<file path="src/design/rhp_pkg.sv">
// Shared types, constants and a helper function for the RTP header parser.
package rhp_pkg;

   localparam int INDEX_W  = 17;
   localparam int TARGET_W = 19;
   localparam int BASE_W   = 7;

   localparam logic [1:0]          RTP_VERSION        = 2'd2;
   localparam logic [BASE_W-1:0]   FIXED_HEADER_BYTES = 7'd12;
   localparam logic [BASE_W-1:0]   EXT_HEADER_BYTES   = 7'd4;
   localparam logic [INDEX_W-1:0]  EXT_WORD_HI_OFFSET = 17'd2;
   localparam logic [INDEX_W-1:0]  EXT_WORD_LO_OFFSET = 17'd3;

   typedef struct packed {
      logic [INDEX_W-1:0]  size;
      logic [15:0]         first_two;
      logic [15:0]         sequence_number;
      logic [31:0]         timestamp;
      logic [31:0]         source_id;
      logic [TARGET_W-1:0] header_target;
   } summary_type;

   function automatic logic [BASE_W-1:0] header_base(input logic [3:0] cc_bits);
      header_base = FIXED_HEADER_BYTES + {1'b0, cc_bits, 2'b00};
   endfunction

endpackage

</file>
<file path="src/design/rhp_front.sv">
// Byte-level front end: captures header fields and emits one summary per packet.
module rhp_front #(
   parameter int MAX_PACKET_BYTES = 65535
) (
   input  logic                 clock,
   input  logic                 reset,
   input  logic                 req_valid,
   output logic                 req_ready,
   input  logic [7:0]           req_data_byte,
   input  logic                 req_last_byte,
   output logic                 push_valid,
   input  logic                 push_ready,
   output rhp_pkg::summary_type push_data
);

   logic [rhp_pkg::INDEX_W-1:0]  byte_index_ff, byte_index_in, index_inc;
   logic [15:0]                  first_two_ff, first_two_in;
   logic [15:0]                  sequence_ff, sequence_in;
   logic [31:0]                  timestamp_ff, timestamp_in;
   logic [31:0]                  source_ff, source_in;
   logic [15:0]                  ext_words_ff, ext_words_in;
   logic [rhp_pkg::TARGET_W-1:0] target_ff, target_in;
   logic [rhp_pkg::BASE_W-1:0]   base;
   logic [rhp_pkg::INDEX_W-1:0]  base_wide;
   logic                         has_ext;
   logic                         accept;

   assign req_ready = push_ready;
   assign accept    = req_valid && req_ready;
   assign base      = rhp_pkg::header_base(first_two_ff[11:8]);
   assign base_wide = {{(rhp_pkg::INDEX_W-rhp_pkg::BASE_W){1'b0}}, base};
   assign has_ext   = first_two_ff[12];
   assign index_inc = (byte_index_ff <= rhp_pkg::INDEX_W'(MAX_PACKET_BYTES)) ?
                      byte_index_ff + 1'b1 : byte_index_ff;

   always_comb begin
      first_two_in  = first_two_ff;
      sequence_in   = sequence_ff;
      timestamp_in  = timestamp_ff;
      source_in     = source_ff;
      ext_words_in  = ext_words_ff;
      target_in     = target_ff;
      if (byte_index_ff == 17'd0) begin
         first_two_in = {req_data_byte, 8'h00};
         target_in    = rhp_pkg::TARGET_W'(rhp_pkg::header_base(req_data_byte[3:0]));
      end else if (byte_index_ff == 17'd1) begin
         first_two_in = {first_two_ff[15:8], req_data_byte};
      end else if (byte_index_ff < 17'd4) begin
         sequence_in = {sequence_ff[7:0], req_data_byte};
      end else if (byte_index_ff < 17'd8) begin
         timestamp_in = {timestamp_ff[23:0], req_data_byte};
      end else if (byte_index_ff < 17'd12) begin
         source_in = {source_ff[23:0], req_data_byte};
      end else if (has_ext && byte_index_ff == base_wide + rhp_pkg::EXT_WORD_HI_OFFSET) begin
         ext_words_in = {req_data_byte, 8'h00};
      end else if (has_ext && byte_index_ff == base_wide + rhp_pkg::EXT_WORD_LO_OFFSET) begin
         ext_words_in = {ext_words_ff[15:8], req_data_byte};
         target_in    = rhp_pkg::TARGET_W'(base)
                      + rhp_pkg::TARGET_W'(rhp_pkg::EXT_HEADER_BYTES)
                      + {1'b0, ext_words_ff[15:8], req_data_byte, 2'b00};
      end
      byte_index_in = req_last_byte ? '0 : index_inc;
   end

   always_ff @(posedge clock) begin
      if (reset) begin
         byte_index_ff <= '0;
      end else if (accept) begin
         byte_index_ff <= byte_index_in;
      end
      if (accept) begin
         first_two_ff <= first_two_in;
         sequence_ff  <= sequence_in;
         timestamp_ff <= timestamp_in;
         source_ff    <= source_in;
         ext_words_ff <= ext_words_in;
         target_ff    <= target_in;
      end
   end

   assign push_valid                = accept && req_last_byte;
   assign push_data.size            = index_inc;
   assign push_data.first_two       = first_two_in;
   assign push_data.sequence_number = sequence_in;
   assign push_data.timestamp       = timestamp_in;
   assign push_data.source_id       = source_in;
   assign push_data.header_target   = target_in;

endmodule

</file>
<file path="src/design/rhp_queue.sv">
// Two-entry queue of packet summaries between front end and back end.
module rhp_queue (
   input  logic                 clock,
   input  logic                 reset,
   input  logic                 in_valid,
   output logic                 in_ready,
   input  rhp_pkg::summary_type in_data,
   output logic                 out_valid,
   input  logic                 out_ready,
   output rhp_pkg::summary_type out_data
);

   logic [1:0]           count_ff;
   rhp_pkg::summary_type head_ff, tail_ff;
   logic                 push, pop;

   assign in_ready  = (count_ff != 2'd2);
   assign out_valid = (count_ff != 2'd0);
   assign out_data  = head_ff;
   assign push      = in_valid && in_ready;
   assign pop       = out_valid && out_ready;

   always_ff @(posedge clock) begin
      if (reset) begin
         count_ff <= 2'd0;
      end else begin
         case (count_ff)
            2'd0: if (push) count_ff <= 2'd1;
            2'd1: begin
               if (push && !pop) count_ff <= 2'd2;
               else if (pop && !push) count_ff <= 2'd0;
            end
            default: if (pop) count_ff <= 2'd1;
         endcase
      end
      case (count_ff)
         2'd0: if (push) head_ff <= in_data;
         2'd1: begin
            if (push && pop) head_ff <= in_data;
            else if (push) tail_ff <= in_data;
         end
         default: if (pop) head_ff <= tail_ff;
      endcase
   end

endmodule

</file>
<file path="src/design/rhp_back.sv">
// Back end: checks a packet summary and holds the result item for the consumer.
module rhp_back #(
   parameter int MAX_PACKET_BYTES = 65535
) (
   input  logic                 clock,
   input  logic                 reset,
   input  logic                 pop_valid,
   output logic                 pop_ready,
   input  rhp_pkg::summary_type pop_data,
   output logic                 rsp_valid,
   input  logic                 rsp_ready,
   output logic                 rsp_valid_res,
   output logic [6:0]           rsp_payload_type,
   output logic                 rsp_marker,
   output logic [15:0]          rsp_sequence_number,
   output logic [31:0]          rsp_timestamp,
   output logic [31:0]          rsp_source_id,
   output logic [15:0]          rsp_header_length,
   output logic [15:0]          rsp_payload_length
);

   logic                         rsp_valid_ff;
   logic                         ok_ff, ok_in;
   logic [6:0]                   type_ff;
   logic                         marker_ff;
   logic [15:0]                  seq_ff;
   logic [31:0]                  ts_ff, ssrc_ff;
   logic [15:0]                  hlen_ff, plen_ff;
   logic [rhp_pkg::INDEX_W-1:0]  base_wide, size;
   logic [rhp_pkg::TARGET_W-1:0] size_wide, diff;
   logic                         has_ext;

   assign size      = pop_data.size;
   assign size_wide = {{(rhp_pkg::TARGET_W-rhp_pkg::INDEX_W){1'b0}}, size};
   assign base_wide = rhp_pkg::INDEX_W'(rhp_pkg::header_base(pop_data.first_two[11:8]));
   assign has_ext   = pop_data.first_two[12];
   assign diff      = size_wide - pop_data.header_target;

   always_comb begin
      ok_in = (size <= rhp_pkg::INDEX_W'(MAX_PACKET_BYTES))
           && (size >= rhp_pkg::INDEX_W'(rhp_pkg::FIXED_HEADER_BYTES))
           && (pop_data.first_two[15:14] == rhp_pkg::RTP_VERSION);
      if (size < base_wide) begin
         ok_in = 1'b0;
      end else if (has_ext && ((size < base_wide + rhp_pkg::INDEX_W'(rhp_pkg::EXT_HEADER_BYTES))
                               || (size_wide < pop_data.header_target))) begin
         ok_in = 1'b0;
      end
   end

   assign pop_ready = !rsp_valid_ff || rsp_ready;

   always_ff @(posedge clock) begin
      if (reset) begin
         rsp_valid_ff <= 1'b0;
      end else if (pop_ready) begin
         rsp_valid_ff <= pop_valid;
      end
      if (pop_valid && pop_ready) begin
         ok_ff     <= ok_in;
         type_ff   <= ok_in ? pop_data.first_two[6:0] : 7'd0;
         marker_ff <= ok_in && pop_data.first_two[7];
         seq_ff    <= ok_in ? pop_data.sequence_number : 16'd0;
         ts_ff     <= ok_in ? pop_data.timestamp : 32'd0;
         ssrc_ff   <= ok_in ? pop_data.source_id : 32'd0;
         hlen_ff   <= ok_in ? pop_data.header_target[15:0] : 16'd0;
         plen_ff   <= ok_in ? diff[15:0] : 16'd0;
      end
   end

   assign rsp_valid           = rsp_valid_ff;
   assign rsp_valid_res       = ok_ff;
   assign rsp_payload_type    = type_ff;
   assign rsp_marker          = marker_ff;
   assign rsp_sequence_number = seq_ff;
   assign rsp_timestamp       = ts_ff;
   assign rsp_source_id       = ssrc_ff;
   assign rsp_header_length   = hlen_ff;
   assign rsp_payload_length  = plen_ff;

endmodule

</file>
<file path="src/design/rtp_header_parser.sv">
// Top level of the RTP header parser: front end, summary queue, back end.
//
//   channel  direction  handshake              payload
//   req_     in         req_valid / req_ready  data_byte, last_byte
//   rsp_     out        rsp_valid / rsp_ready  one result item per packet
//
// One byte item per clock is taken while req_ready is high; header fields are
// captured as they pass. The last byte of a packet pushes a summary into a
// two-entry queue at the edge that takes it; the back end pops it, checks it
// and registers the result item in its output register for the consumer.
// Reset clears the byte count, the queue and the output valid.
// req_ready drops only when the queue is full; a stalled rsp_ side backs up
// through the queue, and once it is full the input stalls, also in mid-packet.
module rtp_header_parser #(
   parameter int MAX_PACKET_BYTES = 65535
) (
   input  logic        clock,
   input  logic        reset,
   input  logic        req_valid,
   output logic        req_ready,
   input  logic [7:0]  req_data_byte,
   input  logic        req_last_byte,
   output logic        rsp_valid,
   input  logic        rsp_ready,
   output logic        rsp_valid_res,
   output logic [6:0]  rsp_payload_type,
   output logic        rsp_marker,
   output logic [15:0] rsp_sequence_number,
   output logic [31:0] rsp_timestamp,
   output logic [31:0] rsp_source_id,
   output logic [15:0] rsp_header_length,
   output logic [15:0] rsp_payload_length
);

   logic                 push_valid, push_ready;
   rhp_pkg::summary_type push_data;
   logic                 pop_valid, pop_ready;
   rhp_pkg::summary_type pop_data;

   rhp_front #(.MAX_PACKET_BYTES(MAX_PACKET_BYTES)) u_front (
      .clock         (clock),
      .reset         (reset),
      .req_valid     (req_valid),
      .req_ready     (req_ready),
      .req_data_byte (req_data_byte),
      .req_last_byte (req_last_byte),
      .push_valid    (push_valid),
      .push_ready    (push_ready),
      .push_data     (push_data)
   );

   rhp_queue u_queue (
      .clock     (clock),
      .reset     (reset),
      .in_valid  (push_valid),
      .in_ready  (push_ready),
      .in_data   (push_data),
      .out_valid (pop_valid),
      .out_ready (pop_ready),
      .out_data  (pop_data)
   );

   rhp_back #(.MAX_PACKET_BYTES(MAX_PACKET_BYTES)) u_back (
      .clock               (clock),
      .reset               (reset),
      .pop_valid           (pop_valid),
      .pop_ready           (pop_ready),
      .pop_data            (pop_data),
      .rsp_valid           (rsp_valid),
      .rsp_ready           (rsp_ready),
      .rsp_valid_res       (rsp_valid_res),
      .rsp_payload_type    (rsp_payload_type),
      .rsp_marker          (rsp_marker),
      .rsp_sequence_number (rsp_sequence_number),
      .rsp_timestamp       (rsp_timestamp),
      .rsp_source_id       (rsp_source_id),
      .rsp_header_length   (rsp_header_length),
      .rsp_payload_length  (rsp_payload_length)
   );

   a_push_on_last: assert property (@(posedge clock) disable iff (reset)
      push_valid == (req_valid && req_ready && req_last_byte))
      else $error("summary push does not match last-byte accept");

   a_invalid_zero: assert property (@(posedge clock) disable iff (reset)
      (rsp_valid && !rsp_valid_res) |-> (rsp_payload_type == 7'd0 && !rsp_marker
         && rsp_sequence_number == 16'd0 && rsp_timestamp == 32'd0
         && rsp_source_id == 32'd0 && rsp_header_length == 16'd0
         && rsp_payload_length == 16'd0))
      else $error("invalid packet result carries nonzero fields");

   a_header_shape: assert property (@(posedge clock) disable iff (reset)
      (rsp_valid && rsp_valid_res) |-> (rsp_header_length >= 16'd12
         && rsp_header_length[1:0] == 2'b00))
      else $error("valid packet has malformed header length");

   a_ready_drop: assert property (@(posedge clock) disable iff (reset)
      (!req_ready) |-> (pop_valid && !push_ready))
      else $error("input stalled while queue not full");

endmodule
</file>
<file path="config.mk">
export PLATFORM = sky130hd
export DESIGN_NAME = rtp_header_parser
export DESIGN_NICKNAME = d
export VERILOG_FILES = /design/src/design/rhp_pkg.sv /design/src/design/rhp_front.sv /design/src/design/rhp_queue.sv /design/src/design/rhp_back.sv /design/src/design/rtp_header_parser.sv
export SDC_FILE = /design/constraint.sdc
export NUM_CORES = 1
export LEC_CHECK = 0
export BUFFER_PORTS_ARGS = -buffer_cell sky130_fd_sc_hd__buf_2
export CORE_ASPECT_RATIO = 1.2
export CORE_MARGIN = 2
export CORE_UTILIZATION = 61
export DETAILED_ROUTE_END_ITERATION = 12
export PLACE_DENSITY = 0.8
export SYNTH_ARGS = -nofsm -noshare
export SYNTH_HDL_FRONTEND = slang
export SYNTH_SLANG_ARGS = --single-unit
</file>
<file path="constraint.sdc">
create_clock -name clock -period 9.53 [get_ports clock]
set_clock_uncertainty 0.15 [all_clocks]
set_input_delay 1.906 -clock clock [delete_from_list [all_inputs] [get_ports clock]]
set_output_delay 1.906 -clock clock [all_outputs]
set_load 0.05 [all_outputs]
</file>
Yosys cells after proc, flatten, opt, wreduce, memory -nomap -nowiden
Cells that the tools add are included.
Word-level totals
  register bits: 528
  word-level logic and storage cells: 125
  input bits: 13
  output and inout bits: 123
Cells by class
  reductions and logical operators: 26
  add/subtract/negate cells: 10
  $lt $le $gt $ge: 9
  multiplexer cells: 36
  eq/ne operators: 9
  bitwise gates (word level): 6
Operator list (count)
  two-way mux 132 bit: 3
  two-way mux 32 bit: 9
  case mux 132 bit (2 select lines): 1
  two-way mux 19 bit: 7
  two-way mux 16 bit: 5
  == test 17 bit: 2
  <= comparator 17 x 16 -> 1 bit, second input constant: 2
  less-than comparator 17 x 4 -> 1 bit, second input constant: 2
  two-way mux 17 bit: 2
  adder 4 x 6 -> 7 bit, first input constant: 3
  adder 19 x 18 -> 19 bit: 1
  less-than comparator 17 x 19 -> 1 bit: 1
  adder 17 x 1 -> 17 bit, second input constant: 1
  == test 17 x 1 -> 1 bit, second input constant: 1
  >= comparator 17 x 4 -> 1 bit, second input constant: 1
  zero test 17 bit: 1
  less-than comparator 17 x 3 -> 1 bit, second input constant: 1
  less-than comparator 17 x 7 -> 1 bit: 1
  less-than comparator 17 x 8 -> 1 bit: 1
  adder 7 x 2 -> 8 bit, second input constant: 2
  adder 7 x 3 -> 8 bit, second input constant: 2
  two-way mux 8 bit: 2
  subtractor 16 bit: 1
  logical AND 1 bit: 13
  16 further kinds: 31

Depth between registers and ports, before layout
Gate-level depths: netlist of the first run.
  depth in word-level cells: 13
  mapped depth: 14
  depth with buffers taken out: 13

Modules after synthesis
Synthesis of the first run repeated with hierarchy kept, for this count alone.
Unflattened totals
  cell total of the unflattened synthesis: 1445
  area, all modules: 23201.0 um2
By module, submodules not included
  rhp_queue: sequential area each 7967.6 um2, cells an instance 427, times used 1, area an instance 9694.3 um2
  rhp_front: sequential area each 4033.9 um2, cells an instance 568, times used 1, area an instance 7325.8 um2
  rhp_back: sequential area each 3653.5 um2, cells an instance 450, times used 1, area an instance 6180.9 um2

Worst setup path before layout of the first run
No wires, ideal clock.
  path kind: in2reg
  from: in req_last_byte
  to: reg u_queue.tail_ff[0] (netlist bit), enable pin
  cell stages on the path: 3
  arrival: 7756 ps
  data required time: 8757 ps
  slack: 1000 ps
  buffers on the path: 1
  library setup time: 623 ps
  cells stage by stage: clkbuf_1 > nand4_1 > nor2_1
On the way
  cells in the longest elaborated chain, start to end: 5
Ends and longest elaborated chain
  from (decl): RTL line rtp_header_parser.sv:22  | input logic req_last_byte,
  logical AND 1 bit (*): RTL line rhp_front.sv:81  | assign push_valid = accept && req_last_byte;
  logical AND 1 bit (*): RTL line rhp_queue.sv:20  | assign push = in_valid && in_ready;
  logical AND 1 bit: RTL line rhp_queue.sv:39  | if (push && pop) head_ff <= in_data;
  inverter 1 bit (no line)
  AND reduction 3 bit (no line) (*)
  to (signal assigned): RTL line rhp_queue.sv:40  | else if (push) tail_ff <= in_data;
  to (decl): RTL line rhp_queue.sv:14  | rhp_pkg::summary_type head_ff, tail_ff;
Mark *: on every way between the ends. The rest lies on a longest branch, timed or not.
A chain may end at the register's enable or synchronous reset.

Worst setup path after layout of the first run
  from: in req_valid
  to: reg u_front.byte_index_ff[13] (netlist bit)
On the way
  cells in the longest elaborated chain, start to end: 1
Ends and longest elaborated chain
  from (decl): RTL line rtp_header_parser.sv:19  | input logic req_valid,
  logical AND 1 bit: RTL line rhp_front.sv:29  | assign accept = req_valid && req_ready;
  to (signal assigned): RTL line rhp_front.sv:69  | byte_index_ff <= byte_index_in;
  to (decl): RTL line rhp_front.sv:16  | logic [rhp_pkg::INDEX_W-1:0] byte_index_ff, byte_index_in, index_inc;
Every way passes these cells.

==> impl_metrics.yaml, run 1 <==
sta:
  setup_viol: 0
  drv_slew: 0
  hold_violations: 0
  grt_setup_unrepaired: "false"
  fin_tns_setup_ps: 0
  hold_ws_ps: 376
  worstMarginPinSlew_ps: 1190
  slew_headroom_pct: 20.6
  clock.fmax_mhz: 219
  post-route-period-util_pct: 47.9
  period_minus_slack_ps: 4560
clock_network:
  cts_buffer_depth: 3
  ctsResizeCount: 0
  cts_buffers: 49
  cts.htree.levels: 2
  cts_root_buf: "clkbuf_16"
  clk_latency_ps: 570
  clock_sinks: 525
  cts_tree: "built"
  path_clk_slew_ps: 60
  post-cts-setup-buffer-count: 0
  ctsHoldBuffers: 0
drt:
  drtIter0Drc: 1030
  routed-via-count: 13100
  wl_met1_um: 18500
  wl_um: 44600
  wl_met3_um: 2200
  antenna_left: 0
  wl_met2_um: 22200
  viasPerCell: 5.95
  drc: 0
  first_pass_iters: 6
  highest_layer: "met5"
  wl_per_cell_um: 20.3
critical_path:
  crit_path_start: "req_valid"
  path_class: "in -> reg"
  crit-reg2reg-launch: "u_queue.out_data[107]"
  cp.arrival_ps: 4890
  start_kind: "input port"
  worstPathMaxFanout: 69
  end_kind: "flop"
  worstPathRequired_ps: 9860
power:
  power_density_nw_per_um2: 190
  switching_share_pct: 21.9
  power.total_w: 0.00478
  power_frac_clock_pct: 38.7
  total_leakage_power_nw: 9.12
  combPwrFrac_pct: 6.5
  peakVddDrop_uv: 121
  internal_power_w: 0.00373
  p_seq_share_pct: 54.7
  p_switching_w: 0.00104
floorplan:
  io-pin-count: 136
  initial_utilization_pct: 61.6
  die_y_um: 215
  core-area_um2: 36700
  num_rows: 77
  die_x_um: 180
  die_area_um2: 38600
placement:
  numPortBuffers: 135
  globalplace.congestion: 0.890
  dp.final_hpwl_um: 27800
logic_synthesis:
  synth.top_cell.area_share_pct: 67.1
  ys_warn_count: 0
  synth_area_leader_cell: "edfxtp_1"
  async_flop_share_pct: 0
  synth_cells: 1568
  synth-edff-count: 505
  syn_avg_cell_area_um2: 14.4
  ys_ff_latch: 525
  ys_seq_area_share_pct: 68.9
  syn_area_um2: 22600
  syn_nets: 1624
  yosys_most_used_dff: "edfxtp_1"
  synth.area.top_cells: "edfxtp_1 (67%), mux2_2 (8.2%), nor3_1 (2.9%)"
  yosysUniqueCellTypes: 64
run:
  cap_violations: 0
finish:
  drive_gt1_share_pct: 23.9
  fill_cells: 2408
  layout.nets: 1743
  final_core_util_pct: 68.6
  n_antenna_cell: 0
  area_growth_pct: 11.4
global_route:
  gr-usage-all-layers_pct: 23.0
  grt_pass1_vias: 13100
  grt_pass1_wl_um: 70600
  antenna_found_initial: 1
  overflow: 0
  grt_start_max_net_pins: 85
outcome:
  outcome: "finished clean"
min_path:
  hp-start: "u_queue.tail_ff[14]"
  min_path_type: "reg -> reg"
==> per-layer routing <==
layer / vias up / track usage (%)
li1: 6044 / -
met1: 6508 / 30.4
met2: 418 / 38.4
met3: 99 / 3.51
met4: 2 / 9.51
met5: - / 0
==> flip-flops by register name (all words and copies together) (netlist names) <==
name / count
u_front.byte_index_ff: 17
u_back.rsp_marker: 1
u_back.rsp_payload_length: 16
u_back.rsp_sequence_number: 16
u_back.rsp_valid_res: 1
u_queue.count_ff: 2
u_front.ext_words_ff: 8
u_back.rsp_timestamp: 32
u_back.rsp_valid: 1
u_back.rsp_header_length: 16
u_queue.tail_ff: 131
u_back.rsp_payload_type: 7
u_queue.out_data: 131
u_front.first_two_ff: 15
u_back.rsp_source_id: 32
u_front.source_ff: 32
u_front.sequence_ff: 16
u_front.target_ff: 19
u_front.timestamp_ff: 32
==> through the flow <==
step / area [µm²] / setup slack [ps] / std cells
global route: 25200 / 4730 / 2196
floorplan: 22600 / 1000 / 1568
CTS: 25200 / 4940 / 2196
global placement: 23700 / 4570 / 2110
detailed placement: 23700 / 4400 / 2110
finish: 25200 / 4970 / 2196
==> cells in the mapped netlist (all sizes together), types with 12 or more instances <==
| cell | count |
|---|---|
| o21ai | 47 |
| a21oi | 46 |
| edfxtp | 505 |
| clkbuf | 61 |
| mux2 | 184 |
| and2 | 12 |
| ha | 41 |
| nand3 | 27 |
| xnor2 | 33 |
| dfxtp | 20 |
| nor3 | 131 |
| inv | 125 |
| nor2 | 66 |
| buf | 20 |
| mux2i | 25 |
| o31ai | 13 |
| xor2 | 16 |
| nand2 | 67 |
==> critical path: stages <==
cell and delay, ps:
buf_2 120, nand2_1 260, inv_4 640, buf_4 830, nand2b_1 470, or3_1 440, a21oi_1 190
==> power groups by stage <==
| stage | Sequential (W) | Combinational, W | Clock [W] |
|---|---|---|---|
| 6_report | 0.00261 | 0.000312 | 0.00185 |
| 4_1_cts | 0.00261 | 0.000311 | 0.00188 |
| 3_3_place_gp | 0.00266 | 0.000294 | 0 |
| 3_5_place_dp | 0.00266 | 0.000307 | 0 |
| 2_1_floorplan | 0.00268 | 0.000210 | 0 |
| 5_1_grt | 0.00262 | 0.000342 | 0.00197 |
==> cell families (layout without fill, tap and decap cells) <==
group / after synthesis / count (layout) / share of synthesized area [%]
flip-flops: 525 / 525 / 68.9
adder cells (fa/ha/maj): 43 / 43 / 2.45
AO/OA/AOI/OAI: 153 / 153 / 4.12
buffers and inverters: 206 / 360 / 3.64
multiplexers: 209 / 209 / 10.4
AND/OR/NAND/NOR: 382 / 382 / 8.63
other: 1 / 1 / 0.0166
XOR/XNOR: 49 / 49 / 1.90
==> layout make-up <==
cell class	count	area, µm²	area share (%)
flip-flops and latches	525	15600	61.8
multi-input cells	837	6260	24.9
clock buffers	60	1320	5.24
repair buffers	149	781	3.10
well taps	474	593	2.35
inverters	125	474	1.88
clock inverters	26	190	0.755
==> path summary, 6_finish.rpt <==
check	to	slack [ps]	cells after the start
setup / recovery	u_front.byte_index_ff[13]	4970	7
hold / removal	u_queue.out_data[14]	380	2
setup reg to reg	u_back.rsp_payload_length[15]	5620	12
hold reg to reg	u_queue.out_data[14]	380	2
==> cells in the final DEF, fill, tap and decap left out, types with 20 or more instances in the layout <==
master     instances
nor2_1            63
mux2_2           165
inv_1            123
nand3_1           24
mux2i_1           25
nand2_1           67
buf_2            135
clkbuf_16         51
xnor2_1           33
ha_1              41
edfxtp_1         505
nor3_1           131
dfxtp_1           20
o21ai_0           47
a21oi_1           46
(Power assumes the default switching activity.)
==> inputs of run 2 (changes only) <==
CORE_UTILIZATION = 55   (was 61)
PLACE_DENSITY = 0.76   (was 0.8)
clock period = 3.88 ns   (was 9.53 ns; I/O delays follow)
==> impl_metrics.yaml, run 2 (same netlist as run 1, synthesis figures left out) <==
critical_path:
  crit_path_start: "u_queue.out_data[107]"
  start_kind: "flop"
  crit-reg2reg-launch: "u_queue.out_data[107]"
  path_class: "reg -> reg"
  worstPathMaxFanout: 71
  end_kind: "flop"
  cp.arrival_ps: 3900
  worstPathRequired_ps: 4120
drt:
  first_pass_iters: 5
  drc: 0
  wl_um: 45200
  routed-via-count: 12900
  drtIter0Drc: 975
  viasPerCell: 5.65
  antenna_left: 0
  wl_per_cell_um: 19.8
clock_network:
  clk_latency_ps: 560
  cts_tree: "built"
  path_clk_slew_ps: 60
  cts.htree.levels: 2
  ctsHoldBuffers: 0
  cts_buffers: 50
  ctsResizeCount: 0
  clock_sinks: 525
  cts_root_buf: "clkbuf_16"
  post-cts-setup-buffer-count: 0
  cts_buffer_depth: 3
sta:
  hold_violations: 0
  drv_slew: 0
  slew_headroom_pct: 21.9
  fin_tns_setup_ps: 0
  worstMarginPinSlew_ps: 1170
  hold_ws_ps: 379
  grt_setup_unrepaired: "false"
  clock.fmax_mhz: 273
  post-route-period-util_pct: 94.4
  setup_viol: 0
  period_minus_slack_ps: 3660
finish:
  seq_area_um2: 15600
  fin_area_um2: 25800
  final_cell_mix: "edfxtp_1 (505), mux2_2 (165), buf_2 (135), nor3_1 (131), inv_1 (123)"
  n_antenna_cell: 0
  stdcell_count: 2283
  layout.nets: 1761
  area_growth_pct: 14.3
  multiInputGateArea_um2: 6260
  fill_cells: 2915
  final_common_cell: "edfxtp_1"
  drive_gt1_share_pct: 24.7
floorplan:
  die_y_um: 226
  initial_utilization_pct: 55.6
  die_area_um2: 42700
  io-pin-count: 136
  num_rows: 81
  die_x_um: 189
  core-area_um2: 40600
power:
  power.total_w: 0.0124
  peakVddDrop_uv: 316
  total_leakage_power_nw: 9.37
  power_density_nw_per_um2: 479
global_route:
  gr-usage-met1_pct: 27.9
  overflow: 0
  grt_pass1_vias: 12600
  grt_pass1_wl_um: 69800
  grt.met3_usage_pct: 2.72
  grt_start_max_net_pins: 132
  gr-usage-all-layers_pct: 20.9
  antenna_found_initial: 2
  top_usage_layer: "met2"
  met2_usage_pct: 36.1
run:
  cap_violations: 0
placement:
  dpl.cell_count: 2192
  globalplace.congestion: 0.869
  numPortBuffers: 135
  place_area_um2: 24100
  dp.final_hpwl_um: 28900
outcome:
  outcome: "finished clean"
min_path:
  hp-start: "u_queue.tail_ff[103]"
  min_path_type: "reg -> reg"
==> run 2: cell types whose count changed in the layout (fill, tap and decap cells not counted) <==
| cell | before | now |
|---|---|---|
| buf_4 | 14 | 15 |
| bufinv_16 | 2 | 11 |
| inv_8 | 1 | 0 |
| clkinv_1 | 7 | 8 |
| inv_6 | 1 | 2 |
| clkbuf_1 | 8 | 10 |
| clkinv_2 | 12 | 6 |
| buf_12 | 0 | 16 |
| clkinv_4 | 1 | 0 |
==> run 2: layout make-up <==
cell class | instances | area share (%)
Clock buffer | 62 | 5.14
Sequential cell | 525 | 60.2
Multi-Input combinational cell | 837 | 24.2
Timing Repair Buffer | 166 | 4.29
Inverter | 125 | 1.84
Tap cell | 539 | 2.61
Clock inverter | 29 | 1.64
==> run 2: worst paths after layout <==
kind              slack [ps]                       end  cells past startpoint
hold / removal           380     u_queue.out_data[103]                      2
setup reg to reg         220  u_back.rsp_source_id[11]                     12
hold reg to reg          380     u_queue.out_data[103]                      2
setup / recovery         220  u_back.rsp_source_id[11]                     12
==> run 2: metal layers <==
metal | part of all wire [%] | vias up
met5 | 0.055 | -
met3 | 4.2 | 75
li1 | - | 6093
met1 | 43 | 6421
met2 | 51 | 309
met4 | 2.1 | 4
==> run 2: worst max-delay path: stages, from the launching register on <==
cell and delay [ps]:
edfxtp_1 440, inv_1 70, ha_1 340, nand2b_1 150
or4_1 420, ha_1 320, inv_1 50, o22ai_1 110
nor3_1 60, a221oi_1 410, o31ai_4 360, buf_12 300
nor3_1 250
==> run 2: power breakdown <==
group / switching, W / internal [W]
Sequential: 0.0000616 / 0.00635
Combinational: 0.000510 / 0.000285
Clock: 0.00201 / 0.00316
Total: 0.00259 / 0.00980
==> run 2: stage by stage <==
step                      util [%]  setup WS [ps]
after global routing          63.6           15.6
after CTS                     63.6            248
after detailed placement      59.3            245
final                         63.6            219
after global placement        59.3            310
after floorplan                  -            112
